### config.mk
export PLATFORM = sky130hd
export DESIGN_NAME = info_frame_deframer
export DESIGN_NICKNAME = d
export VERILOG_FILES = /design/src/hdl/ifd_pkg.sv /design/src/hdl/ifd_parser.sv /design/src/hdl/ifd_result_fifo.sv /design/src/hdl/info_frame_deframer.sv
export SDC_FILE = /design/constraint.sdc
export NUM_CORES = 1
export LEC_CHECK = 0
export BUFFER_PORTS_ARGS = -buffer_cell sky130_fd_sc_hd__clkbuf_2
export CAP_MARGIN = 40
export CORE_ASPECT_RATIO = 0.7
export CORE_UTILIZATION = 67
export DETAILED_ROUTE_END_ITERATION = 10
export GPL_TIMING_DRIVEN = 0
export PLACE_DENSITY = 0.95
export SETUP_SLACK_MARGIN = 0.02
export SLEW_MARGIN = 40
export SYNTH_ARGS = -nofsm -noshare
export SYNTH_HDL_FRONTEND = slang
export SYNTH_HIERARCHICAL = 1
export SYNTH_SLANG_ARGS = --single-unit
### constraint.sdc
create_clock -name clk -period 8.8 [get_ports clk]
set_input_delay 1.32 -clock clk [delete_from_list [all_inputs] [get_ports clk]]
set_output_delay 1.32 -clock clk [all_outputs]
set_load 0.02 [all_outputs]
### src/hdl/ifd_pkg.sv
package ifd_pkg;

	localparam logic [7:0] FLAG_BYTE     = 8'h7E;
	localparam logic [7:0] ESC_BYTE      = 8'h7D;
	localparam logic [7:0] ESC_FLAG_CODE = 8'h5E;
	localparam logic [7:0] ESC_ESC_CODE  = 8'h5D;

	localparam logic [7:0] RST_ADDRESS    = 8'h03;
	localparam logic [7:0] RST_CTRL_SEQ0  = 8'h00;
	localparam logic [7:0] RST_CTRL_SEQ1  = 8'h40;
	localparam logic [7:0] RST_DISC_CTRL  = 8'h0B;

	localparam logic [1:0] REG_ADDRESS   = 2'd0;
	localparam logic [1:0] REG_CTRL_SEQ0 = 2'd1;
	localparam logic [1:0] REG_CTRL_SEQ1 = 2'd2;
	localparam logic [1:0] REG_DISC_CTRL = 2'd3;

	localparam logic [1:0] KIND_DATA   = 2'd0;
	localparam logic [1:0] KIND_ACCEPT = 2'd1;
	localparam logic [1:0] KIND_REJECT = 2'd2;
	localparam logic [1:0] KIND_DISC   = 2'd3;

	localparam int RES_DEPTH = 4;

	typedef struct packed {
		logic [7:0] address_byte;
		logic [7:0] control_seq0;
		logic [7:0] control_seq1;
		logic [7:0] disconnect_control;
	} cfg_t;

	typedef struct packed {
		logic [1:0]  kind;
		logic [7:0]  payload_byte;
		logic [11:0] payload_length;
		logic        response_sequence;
		logic        last_of_run;
	} res_t;

endpackage

### src/hdl/ifd_parser.sv
module ifd_parser #(
	parameter int LENGTH_BITS = 12
) (
	input  logic             clk,
	input  logic             arst_n,
	input  logic             take,
	input  logic [7:0]       byte_s1,
	input  ifd_pkg::cfg_t    cfg,
	output logic [1:0]       push_n,
	output ifd_pkg::res_t    res0,
	output ifd_pkg::res_t    res1
);

	typedef enum logic [2:0] {
		ST_HUNT,
		ST_FLAG,
		ST_ADDR,
		ST_CTRL,
		ST_DATA,
		ST_ESC
	} state_t;

	localparam logic [LENGTH_BITS-1:0] CNT_MAX = {LENGTH_BITS{1'b1}};

	function automatic logic [LENGTH_BITS-1:0] sat_inc(input logic [LENGTH_BITS-1:0] v);
		return (v == CNT_MAX) ? v : v + 1'b1;
	endfunction

	state_t                 st_q, st_d;
	logic [7:0]             ctl_q, ctl_d;
	logic [7:0]             held_q, held_d;
	logic                   hv_q, hv_d;
	logic [7:0]             xor_q, xor_d;
	logic [LENGTH_BITS-1:0] cnt_q, cnt_d;
	logic                   seq_q, seq_d;
	logic                   push_one;
	logic [7:0]             push_val;
	logic                   finish;
	logic                   good;

	always_comb begin
		st_d     = st_q;
		ctl_d    = ctl_q;
		held_d   = held_q;
		hv_d     = hv_q;
		xor_d    = xor_q;
		cnt_d    = cnt_q;
		seq_d    = seq_q;
		push_n   = 2'd0;
		res0     = '0;
		res1     = '0;
		push_one = 1'b0;
		push_val = byte_s1;
		finish   = 1'b0;
		good     = 1'b0;
		if (take) begin
			case (st_q)
				ST_HUNT: begin
					if (byte_s1 == ifd_pkg::FLAG_BYTE) st_d = ST_FLAG;
				end
				ST_FLAG: begin
					if (byte_s1 == cfg.address_byte) st_d = ST_ADDR;
					else if (byte_s1 != ifd_pkg::FLAG_BYTE) st_d = ST_HUNT;
				end
				ST_ADDR: begin
					if (byte_s1 == cfg.control_seq0 || byte_s1 == cfg.control_seq1) begin
						ctl_d = byte_s1;
						st_d  = ST_CTRL;
					end else if (byte_s1 == ifd_pkg::FLAG_BYTE) begin
						st_d = ST_FLAG;
					end else if (byte_s1 == cfg.disconnect_control) begin
						res0.kind = ifd_pkg::KIND_DISC;
						push_n    = 2'd1;
						st_d      = ST_HUNT;
					end else begin
						st_d = ST_HUNT;
					end
				end
				ST_CTRL: begin
					if (byte_s1 == (cfg.address_byte ^ ctl_q)) begin
						hv_d   = 1'b0;
						held_d = '0;
						xor_d  = '0;
						cnt_d  = '0;
						st_d   = ST_DATA;
					end else if (byte_s1 == ifd_pkg::FLAG_BYTE) begin
						st_d = ST_FLAG;
					end else begin
						st_d = ST_HUNT;
					end
				end
				ST_DATA: begin
					if (byte_s1 == ifd_pkg::ESC_BYTE) begin
						st_d = ST_ESC;
					end else if (byte_s1 == ifd_pkg::FLAG_BYTE) begin
						finish = 1'b1;
						good   = hv_q && (held_q == xor_q);
					end else begin
						push_one = 1'b1;
					end
				end
				ST_ESC: begin
					st_d = ST_DATA;
					if (byte_s1 == ifd_pkg::ESC_FLAG_CODE) begin
						push_one = 1'b1;
						push_val = ifd_pkg::FLAG_BYTE;
					end else if (byte_s1 == ifd_pkg::ESC_ESC_CODE) begin
						push_one = 1'b1;
						push_val = ifd_pkg::ESC_BYTE;
					end else if (byte_s1 == ifd_pkg::FLAG_BYTE) begin
						finish = 1'b1;
					end else begin
						// unknown escape: ESC goes through as data, then the byte is held
						if (hv_q) begin
							res0.payload_byte = held_q;
							res1.payload_byte = ifd_pkg::ESC_BYTE;
							push_n = 2'd2;
							xor_d  = xor_q ^ held_q ^ ifd_pkg::ESC_BYTE;
							cnt_d  = sat_inc(sat_inc(cnt_q));
						end else begin
							res0.payload_byte = ifd_pkg::ESC_BYTE;
							push_n = 2'd1;
							xor_d  = xor_q ^ ifd_pkg::ESC_BYTE;
							cnt_d  = sat_inc(cnt_q);
						end
						held_d = byte_s1;
						hv_d   = 1'b1;
					end
				end
				default: st_d = ST_HUNT;
			endcase

			if (push_one) begin
				if (hv_q) begin
					res0.payload_byte = held_q;
					push_n = 2'd1;
					xor_d  = xor_q ^ held_q;
					cnt_d  = sat_inc(cnt_q);
				end
				held_d = push_val;
				hv_d   = 1'b1;
			end

			if (finish) begin
				res0.kind              = good ? ifd_pkg::KIND_ACCEPT : ifd_pkg::KIND_REJECT;
				res0.payload_length    = 12'(cnt_q);
				res0.response_sequence = seq_q;
				push_n = 2'd1;
				if (good) seq_d = ~seq_q;
				hv_d = 1'b0;
				st_d = ST_HUNT;
			end

			if (push_n == 2'd1) res0.last_of_run = 1'b1;
			if (push_n == 2'd2) res1.last_of_run = 1'b1;
		end
	end

	always_ff @(posedge clk or negedge arst_n) begin
		if (!arst_n) begin
			st_q   <= ST_HUNT;
			ctl_q  <= '0;
			held_q <= '0;
			hv_q   <= 1'b0;
			xor_q  <= '0;
			cnt_q  <= '0;
			seq_q  <= 1'b1;
		end else begin
			st_q   <= st_d;
			ctl_q  <= ctl_d;
			held_q <= held_d;
			hv_q   <= hv_d;
			xor_q  <= xor_d;
			cnt_q  <= cnt_d;
			seq_q  <= seq_d;
		end
	end

endmodule

### src/hdl/ifd_result_fifo.sv
module ifd_result_fifo (
	input  logic          clk,
	input  logic          arst_n,
	input  logic [1:0]    push_n,
	input  ifd_pkg::res_t wr0,
	input  ifd_pkg::res_t wr1,
	input  logic          pop,
	output logic          not_empty,
	output logic          room,
	output ifd_pkg::res_t head
);

	localparam int PW = $clog2(ifd_pkg::RES_DEPTH);
	localparam int CW = $clog2(ifd_pkg::RES_DEPTH + 1);
	localparam logic [CW-1:0] ROOM_MAX = CW'(ifd_pkg::RES_DEPTH - 2);

	ifd_pkg::res_t mem_q [ifd_pkg::RES_DEPTH];
	logic [PW-1:0] wr_ptr_q;
	logic [PW-1:0] rd_ptr_q;
	logic [CW-1:0] cnt_q;

	assign not_empty = (cnt_q != '0);
	assign room      = (cnt_q <= ROOM_MAX);
	assign head      = mem_q[rd_ptr_q];

	always_ff @(posedge clk) begin
		if (push_n != 2'd0) mem_q[wr_ptr_q] <= wr0;
		if (push_n == 2'd2) mem_q[wr_ptr_q + 1'b1] <= wr1;
	end

	always_ff @(posedge clk or negedge arst_n) begin
		if (!arst_n) begin
			wr_ptr_q <= '0;
			rd_ptr_q <= '0;
			cnt_q    <= '0;
		end else begin
			wr_ptr_q <= wr_ptr_q + PW'(push_n);
			if (pop) rd_ptr_q <= rd_ptr_q + 1'b1;
			cnt_q <= cnt_q + CW'(push_n) - CW'(pop);
		end
	end

endmodule

### src/hdl/info_frame_deframer.sv
// channel | direction | handshake              | payload
// in      | input     | in_valid / in_ready    | line_byte
// out     | output    | out_valid / out_ready  | kind, payload_byte, payload_length,
//         |           |                        | response_sequence, last_of_run
// cfg     | input     | cfg_valid / cfg_ready  | cfg_index, cfg_data
//
// A byte is parsed from the input register while the queue has room; its results
// enter a four-entry result queue and are presented at the port from its head.
// One byte per cycle while the queue has room; the output port moves one result per
// cycle while out_ready is high, so a byte that makes two results takes two transfers.
// The input register holds while the queue has fewer than two free entries.
// Reset empties the queue and sets parser state (sequence bit to 1) and configuration to defaults at once.
module info_frame_deframer #(
	parameter int LENGTH_BITS = 12
) (
	input  logic        clk,
	input  logic        arst_n,
	input  logic        in_valid,
	output logic        in_ready,
	input  logic [7:0]  line_byte,
	output logic        out_valid,
	input  logic        out_ready,
	output logic [1:0]  kind,
	output logic [7:0]  payload_byte,
	output logic [11:0] payload_length,
	output logic        response_sequence,
	output logic        last_of_run,
	input  logic        cfg_valid,
	output logic        cfg_ready,
	input  logic [1:0]  cfg_index,
	input  logic [7:0]  cfg_data
);

	ifd_pkg::cfg_t cfg_q;
	logic          in_valid_s1;
	logic [7:0]    byte_s1;
	logic          take;
	logic          room;
	logic [1:0]    push_n;
	ifd_pkg::res_t res0;
	ifd_pkg::res_t res1;
	ifd_pkg::res_t head;

	assign cfg_ready = 1'b1;
	assign take      = in_valid_s1 && room;
	assign in_ready  = !in_valid_s1 || take;

	always_ff @(posedge clk or negedge arst_n) begin
		if (!arst_n) begin
			cfg_q.address_byte       <= ifd_pkg::RST_ADDRESS;
			cfg_q.control_seq0       <= ifd_pkg::RST_CTRL_SEQ0;
			cfg_q.control_seq1       <= ifd_pkg::RST_CTRL_SEQ1;
			cfg_q.disconnect_control <= ifd_pkg::RST_DISC_CTRL;
		end else if (cfg_valid) begin
			case (cfg_index)
				ifd_pkg::REG_ADDRESS:   cfg_q.address_byte       <= cfg_data;
				ifd_pkg::REG_CTRL_SEQ0: cfg_q.control_seq0       <= cfg_data;
				ifd_pkg::REG_CTRL_SEQ1: cfg_q.control_seq1       <= cfg_data;
				ifd_pkg::REG_DISC_CTRL: cfg_q.disconnect_control <= cfg_data;
				default: ;
			endcase
		end
	end

	always_ff @(posedge clk or negedge arst_n) begin
		if (!arst_n) begin
			in_valid_s1 <= 1'b0;
		end else if (in_ready) begin
			in_valid_s1 <= in_valid;
		end
	end

	always_ff @(posedge clk) begin
		if (in_ready && in_valid) byte_s1 <= line_byte;
	end

	ifd_parser #(
		.LENGTH_BITS(LENGTH_BITS)
	) u_parser (
		.clk    (clk),
		.arst_n (arst_n),
		.take   (take),
		.byte_s1(byte_s1),
		.cfg    (cfg_q),
		.push_n (push_n),
		.res0   (res0),
		.res1   (res1)
	);

	ifd_result_fifo u_fifo (
		.clk      (clk),
		.arst_n   (arst_n),
		.push_n   (push_n),
		.wr0      (res0),
		.wr1      (res1),
		.pop      (out_valid && out_ready),
		.not_empty(out_valid),
		.room     (room),
		.head     (head)
	);

	assign kind              = head.kind;
	assign payload_byte      = head.payload_byte;
	assign payload_length    = head.payload_length;
	assign response_sequence = head.response_sequence;
	assign last_of_run       = head.last_of_run;

`ifndef SYNTH
	a_push_needs_take: assert property (@(posedge clk) disable iff (!arst_n)
		push_n != 2'd0 |-> take)
		else $error("results pushed without a parsed byte");

	a_single_last: assert property (@(posedge clk) disable iff (!arst_n)
		push_n == 2'd1 |-> res0.last_of_run)
		else $error("single result without last mark");

	a_pair_last: assert property (@(posedge clk) disable iff (!arst_n)
		push_n == 2'd2 |-> (res1.last_of_run && !res0.last_of_run &&
			res0.kind == ifd_pkg::KIND_DATA && res1.kind == ifd_pkg::KIND_DATA))
		else $error("bad last mark on result pair");

	a_stall_holds: assert property (@(posedge clk) disable iff (!arst_n)
		!in_ready |-> in_valid_s1 && !room)
		else $error("input stalled with nothing pending");
`endif

endmodule
; Word-level counts from Yosys, hierarchy flattened
; Memory sizes are Yosys's and may differ from the RTL's.
; Cells that the tools add are included.
[classes]
addsub = 7
n_eq_ne = 35
mux = 100
order_cmp = 1
n_reduce_logical = 22
bitwise_logic = 5
[ops]
columns = cell, n
row1 = $mux 8, 27
row2 = $mux 12, 9
row3 = $eq 8x8->1, 6
row4 = $mux 2, 17
row5 = $eq 8x7->1 const B, 4
row6 = $pmux 8 s2, 2
row7 = $mux 1, 29
row8 = $add 12x1->12 const B, 2
row9 = $eq 12x12->1 const B, 2
row10 = $mux 24, 1
row11 = $pmux 12 s2, 1
row12 = $mux 3, 7
row13 = $pmux 3 s6, 1
row14 = $xor 8x8->8, 2
row15 = $mux 13, 1
row16 = $ne 4x4->1 const B, 3
row17 = $not 6->6, 2
row18 = $reduce_and 6->1, 2
row19 = $ne 3x1->1 const B, 3
row20 = $ne 3x3->1 const B, 3
row21 = $eq 2x2->1 const B, 4
row22 = $ne 4x1->1 const B, 2
row23 = $ne 8x7->1 const B, 1
row24 = $reduce_and 2->1, 4
row25 = 23 further kinds, 35
[totals]
output_inout_bits = 27
ram_bits = 96
regBits = 89
memories = 1
inputBits = 23
[mem_list]
columns = memory, words, word_bits, rd, rd_ports_with_merged_regs, write_ports, line_no
row1 = u_fifo.mem_q, 4, 24, 1, 0, 2, ifd_result_fifo.sv:17  ; ifd_pkg::res_t mem_q [ifd_pkg::RES_DEPTH];

; Logic depth before layout (Yosys ltp)
[depth]
depth_word = 13
depth_mapped = 13
mapped_depth_nobuf = 12

; Modules after synthesis
; The synthesis kept the hierarchy.
[by_module_without_submodules]
columns = module, n_inst, area_each_um2, cells_per_inst
row1 = ifd_result_fifo, 1, 5097.4, 274
row2 = ifd_parser, 1, 4191.5, 495
row3 = info_frame_deframer, 1, 1527.7, 84

; Worst setup path after synthesis
; Ideal clock, no wire load.
[synth_timing]
path_type = flip-flop to flip-flop
start = reg byte_s1[7]
end = mem u_fifo/mem_q[0][0] (netlist bit), enable pin
stages_incl_launch_ff = 11
period_less_slack_ps = 4399
t_arrival_ps = 3957
setup_slack_ps = 4401
cell_sequence = edfxtp_1 > buf_4 > and4b_1 > and2_1 > nand3_1 > nor2_1 > nor2_1 > a31oi_1 > buf_4 > nor2_1 > o31ai_1
[synth_rtl]
columns = item, line_no
row1 = "start, declared", info_frame_deframer.sv:36  ; logic [7:0] byte_s1;
row2 = "start signal, assigned", info_frame_deframer.sv:74  ; if (in_ready && in_valid) byte_s1 <= line_byte;
row3 = "end, declared", ifd_result_fifo.sv:17

==> flow_metrics.py <==
metrics = {
    "run_status": {
        "status": "completed",
    },
    "worst_setup_path": {
        "worstSetupEndpointType": "register",
        "timing.critical_path.max_delay_family": "buffers and inverters",
        "worst_ep_arrival_time_ns": 4.87,
        "critical_path.startpoint_type": "register",
        "cp_buf_inv_count": 6,
        "worstPathCellList": "clkbuf_1 -> nand4_1 -> o2111ai_1 -> clkbuf_1 -> clkbuf_1 -> a31oi_1 -> buf_4 -> and4bb_1 -> buf_2 -> buf_4 -> a21o_2",
        "worst_path_max_delay_cell": "sky130_fd_sc_hd__a21o_2",
        "cp_data_required_time_ns": 8.87,
        "worst_path_most_repeated_cell": "sky130_fd_sc_hd__clkbuf_1",
        "timing.critical_path.fanout_max": 24,
        "criticalPathCategory": "reg2reg",
        "cpPeakStageDelay_ns": 0.61,
    },
    "cts": {
        "cts.path.max_buffers": 2,
        "cts_sinks": 185,
        "cts_buf_count": 17,
        "worstSkewPairLatency_ns": 0.45,
        "cts-resized-gates": 0,
        "post-cts-setup-buffer-count": 0,
        "cts.root.buffer_cell": "sky130_fd_sc_hd__clkbuf_16",
        "clock_tree_from_tritoncts": "done",
        "clk_pin_slew_worst_paths_ns": 0.07,
        "holdBufCountCts": 0,
        "htreeDepth": 4,
    },
    "logic_synthesis": {
        "synth_top_family_by_area": "multiplexers",
        "synth_compound_area_frac": 0.08884,
        "synth.ff_latch_count": 185,
        "synth_fa_ha_area_frac": 0.008791,
        "synth_sequential_area_ratio": 0.4769,
        "synth_area_mm2": 0.01082,
        "number_of_enable_type_register_cells_in_the_synthesized_netlist": 104,
        "synthXorXnorAreaFrac": 0.05946,
        "ys_types": 86,
        "synthesis.instances": 853,
        "yosysTopAreaCellShare": 0.2887,
        "syn-mean-instance-area_um2": 12.68,
        "yosysTopAreaCell": "sky130_fd_sc_hd__edfxtp_1",
        "synth.mux.area_fraction": 0.2069,
        "async_reset_ff_frac": 0.4378,
        "ys_dominant_reg_cell": "sky130_fd_sc_hd__edfxtp_1",
        "synth.area.top_cells": "sky130_fd_sc_hd__edfxtp_1, sky130_fd_sc_hd__dfrtp_1, sky130_fd_sc_hd__mux2_2",
        "yosys_warnings": 6,
        "synth_simple_gate_area_share": 0.1068,
    },
    "power_and_ir_drop": {
        "p_leak_nw": 4.914,
        "total_power_mw": 2.500,
        "power_density_mw_per_mm2": 206.3,
        "worst_ir_drop_vdd_mv": 0.1785,
    },
    "placed_design": {
        "place.port_buffers": 48,
        "globalplace.congestion": 0.9408,
        "dpl.cell_count": 1122,
        "dpl.hpwl_um": 17800,
        "dp_worst_setup_slack_ns": 4.308,
    },
    "drt": {
        "drtIter0Drc": 1365,
        "drtPass1Iterations": 7,
        "detail-route-antenna-nets": 0,
        "drt-vias-per-instance": 6.932,
        "routed-via-count": 7999,
        "routed_wire_length_um": 27150,
        "drc": 0,
        "routed_wire_length_per_instance_um": 23.53,
    },
    "timing": {
        "maxSlewViolCount": 0,
        "finalClockSkew_ns": 0.01605,
        "rsz0062_at_grt": "false",
        "finalHoldWorstSlack_ns": 0.4942,
        "setup_tns_ns": 0,
        "fmaxAchievable_ghz": 0.2084,
        "period_share": 0.5453,
        "finalWorstPathRequiredPeriod_ns": 4.799,
        "hold_viol_final": 0,
        "final-setup-viol-count": 0,
        "tightest_slew_ns": 0.8119,
        "postLayoutSetupSlackWorst_ns": 4.001,
        "relSlewSlack": 0.4587,
    },
    "die": {
        "floorplan.core_area_mm2": 0.01564,
        "dieHeight_um": 108.3,
        "floorplan.initialDensity": 0.6915,
        "floorplan.io_pins": 50,
        "design.die.area_mm2": 0.01666,
        "core.rowCount": 38,
        "die_w_um": 153.9,
    },
    "global_routing": {
        "gr-total-overflow": 0,
        "wire_length_of_the_first_global_routing_pass_um": 42710,
        "grt_antenna_before_repair": 0,
        "maximum_number_of_pins_on_one_net_before_global_route_repair": 49,
        "grt_use_total": 0.3443,
        "grt_pass1_vias": 7866,
    },
    "cells_and_area": {
        "num_antenna_cells": 0,
        "instances_no_fill": 1154,
        "layout-drive-gt1-share": 0.3449,
        "final.fill_count": 816,
        "area_growth_pct": 12.02,
        "layout.nets": 971,
        "most-common-layout-cells": "sky130_fd_sc_hd__mux2_2, sky130_fd_sc_hd__edfxtp_1, sky130_fd_sc_hd__dfrtp_1, sky130_fd_sc_hd__clkbuf_2, sky130_fd_sc_hd__xor2_1",
        "layout_commonest_cell": "sky130_fd_sc_hd__mux2_2",
    },
    "flow_run": {
        "maxCapViolations": 0,
    },
    "hold_path": {
        "min_path_type": "reg2reg",
    },
}
## per-layer routing
layer	wire [µm]	vias up	track usage
met3	3584	137	0.08377
met5	0	-	0
met4	966	0	0.1507
met1	10340	3839	0.4712
li1	-	3375	-
met2	12260	648	0.5302
## synth_stat cells, drive strengths merged, types with 6 or more instances
library cell  count
mux2            141
edfxtp          104
dfrtp            74
buf              61
o21ai            36
xor2             34
nor2             33
nand2            31
a21oi            27
mux4             24
and3             22
nand3            22
clkbuf           19
inv              18
xnor2            18
nor3             13
nor4             13
nand4            12
mux2i            11
a31oi             9
xnor3             8
a211oi            7
a21o              7
and2              7
dfstp             7
ha                6
o2bb2ai           6
## logic make-up (layout without fill, tap and decap cells)
family,after synthesis,after routing
multiplexers,176,176
other,2,18
flip-flops,185,185
XOR/XNOR,60,60
buffers and inverters,99,184
AO/OA/AOI/OAI,138,138
adder cells (fa/ha/maj),7,7
AND/OR/NAND/NOR,186,186
## final cells by class
class | instances | area, µm² | share of cell area
multi-input cells | 585 | 5195 | 0.4287
well taps | 200 | 250.2 | 0.02065
flip-flops and latches | 185 | 5159 | 0.4258
repair buffers | 53 | 354.1 | 0.02922
clock buffers | 21 | 483.0 | 0.03986
inverters | 19 | 71.32 | 0.005886
clock inverters | 11 | 117.6 | 0.009707
plain buffers | 80 | 486.7 | 0.04017
## power breakdown
group	total (mW)	leakage (nW)	switching, mW	internal (mW)
logic	0.704	2.64	0.424	0.280
clock network	0.792	0.297	0.358	0.434
registers	1.00	1.97	0.0351	0.969
total	2.50	4.91	0.817	1.68
## worst register-to-register path: stages (launching register included)
cell,delay (ns)
sky130_fd_sc_hd__edfxtp_1,0.37
sky130_fd_sc_hd__clkbuf_1,0.50
sky130_fd_sc_hd__nand4_1,0.31
sky130_fd_sc_hd__o2111ai_1,0.28
sky130_fd_sc_hd__clkbuf_1,0.41
sky130_fd_sc_hd__clkbuf_1,0.57
sky130_fd_sc_hd__a31oi_1,0.38
sky130_fd_sc_hd__buf_4,0.28
sky130_fd_sc_hd__and4bb_1,0.26
sky130_fd_sc_hd__buf_2,0.20
sky130_fd_sc_hd__buf_4,0.25
sky130_fd_sc_hd__a21o_2,0.61
## path summary, 6_finish.rpt
kind,start,endpoint,slack [ns],depth (start not counted)
setup / recovery,byte_s1[2]$_DFFE_PP_,u_fifo/mem_q[2][6]$_DFFE_PP_,4.00,11
hold / removal,u_parser/seq_q$_DFFE_PN1P_,u_parser/seq_q$_DFFE_PN1P_,0.49,1
setup reg to reg,byte_s1[2]$_DFFE_PP_,u_fifo/mem_q[2][6]$_DFFE_PP_,4.00,11
hold reg to reg,u_parser/seq_q$_DFFE_PN1P_,u_parser/seq_q$_DFFE_PN1P_,0.49,1
max in group asynchronous,arst_n,u_parser/seq_q$_DFFE_PN1P_,7.42,2
min in group asynchronous,arst_n,cfg_q[6]$_DFFE_PN0P_,0.77,1
## registers in the layout (all words and copies together) (netlist names)
signal	count
byte_s1	8
u_parser/xor_q	8
u_parser/hv_q	1
u_fifo/rd_ptr_q	2
u_parser/cnt_q	12
u_fifo/mem_q	96
u_fifo/cnt_q	3
cfg_q	32
u_fifo/wr_ptr_q	2
u_parser/held_q	8
in_valid_s1	1
u_parser/st_q	3
u_parser/ctl_q	8
u_parser/seq_q	1
## stage by stage
| stage | cell area (µm²) | util |
|---|---|---|
| 6_report | 12120 | 0.7746 |
| 3_3_place_gp | 11370 | 0.7267 |
| 5_1_grt | 12120 | 0.7746 |
| 3_5_place_dp | 11520 | 0.7362 |
| 4_1_cts | 12120 | 0.7746 |
| 2_1_floorplan | 10880 | - |
Power figures use the tool's default switching activity.
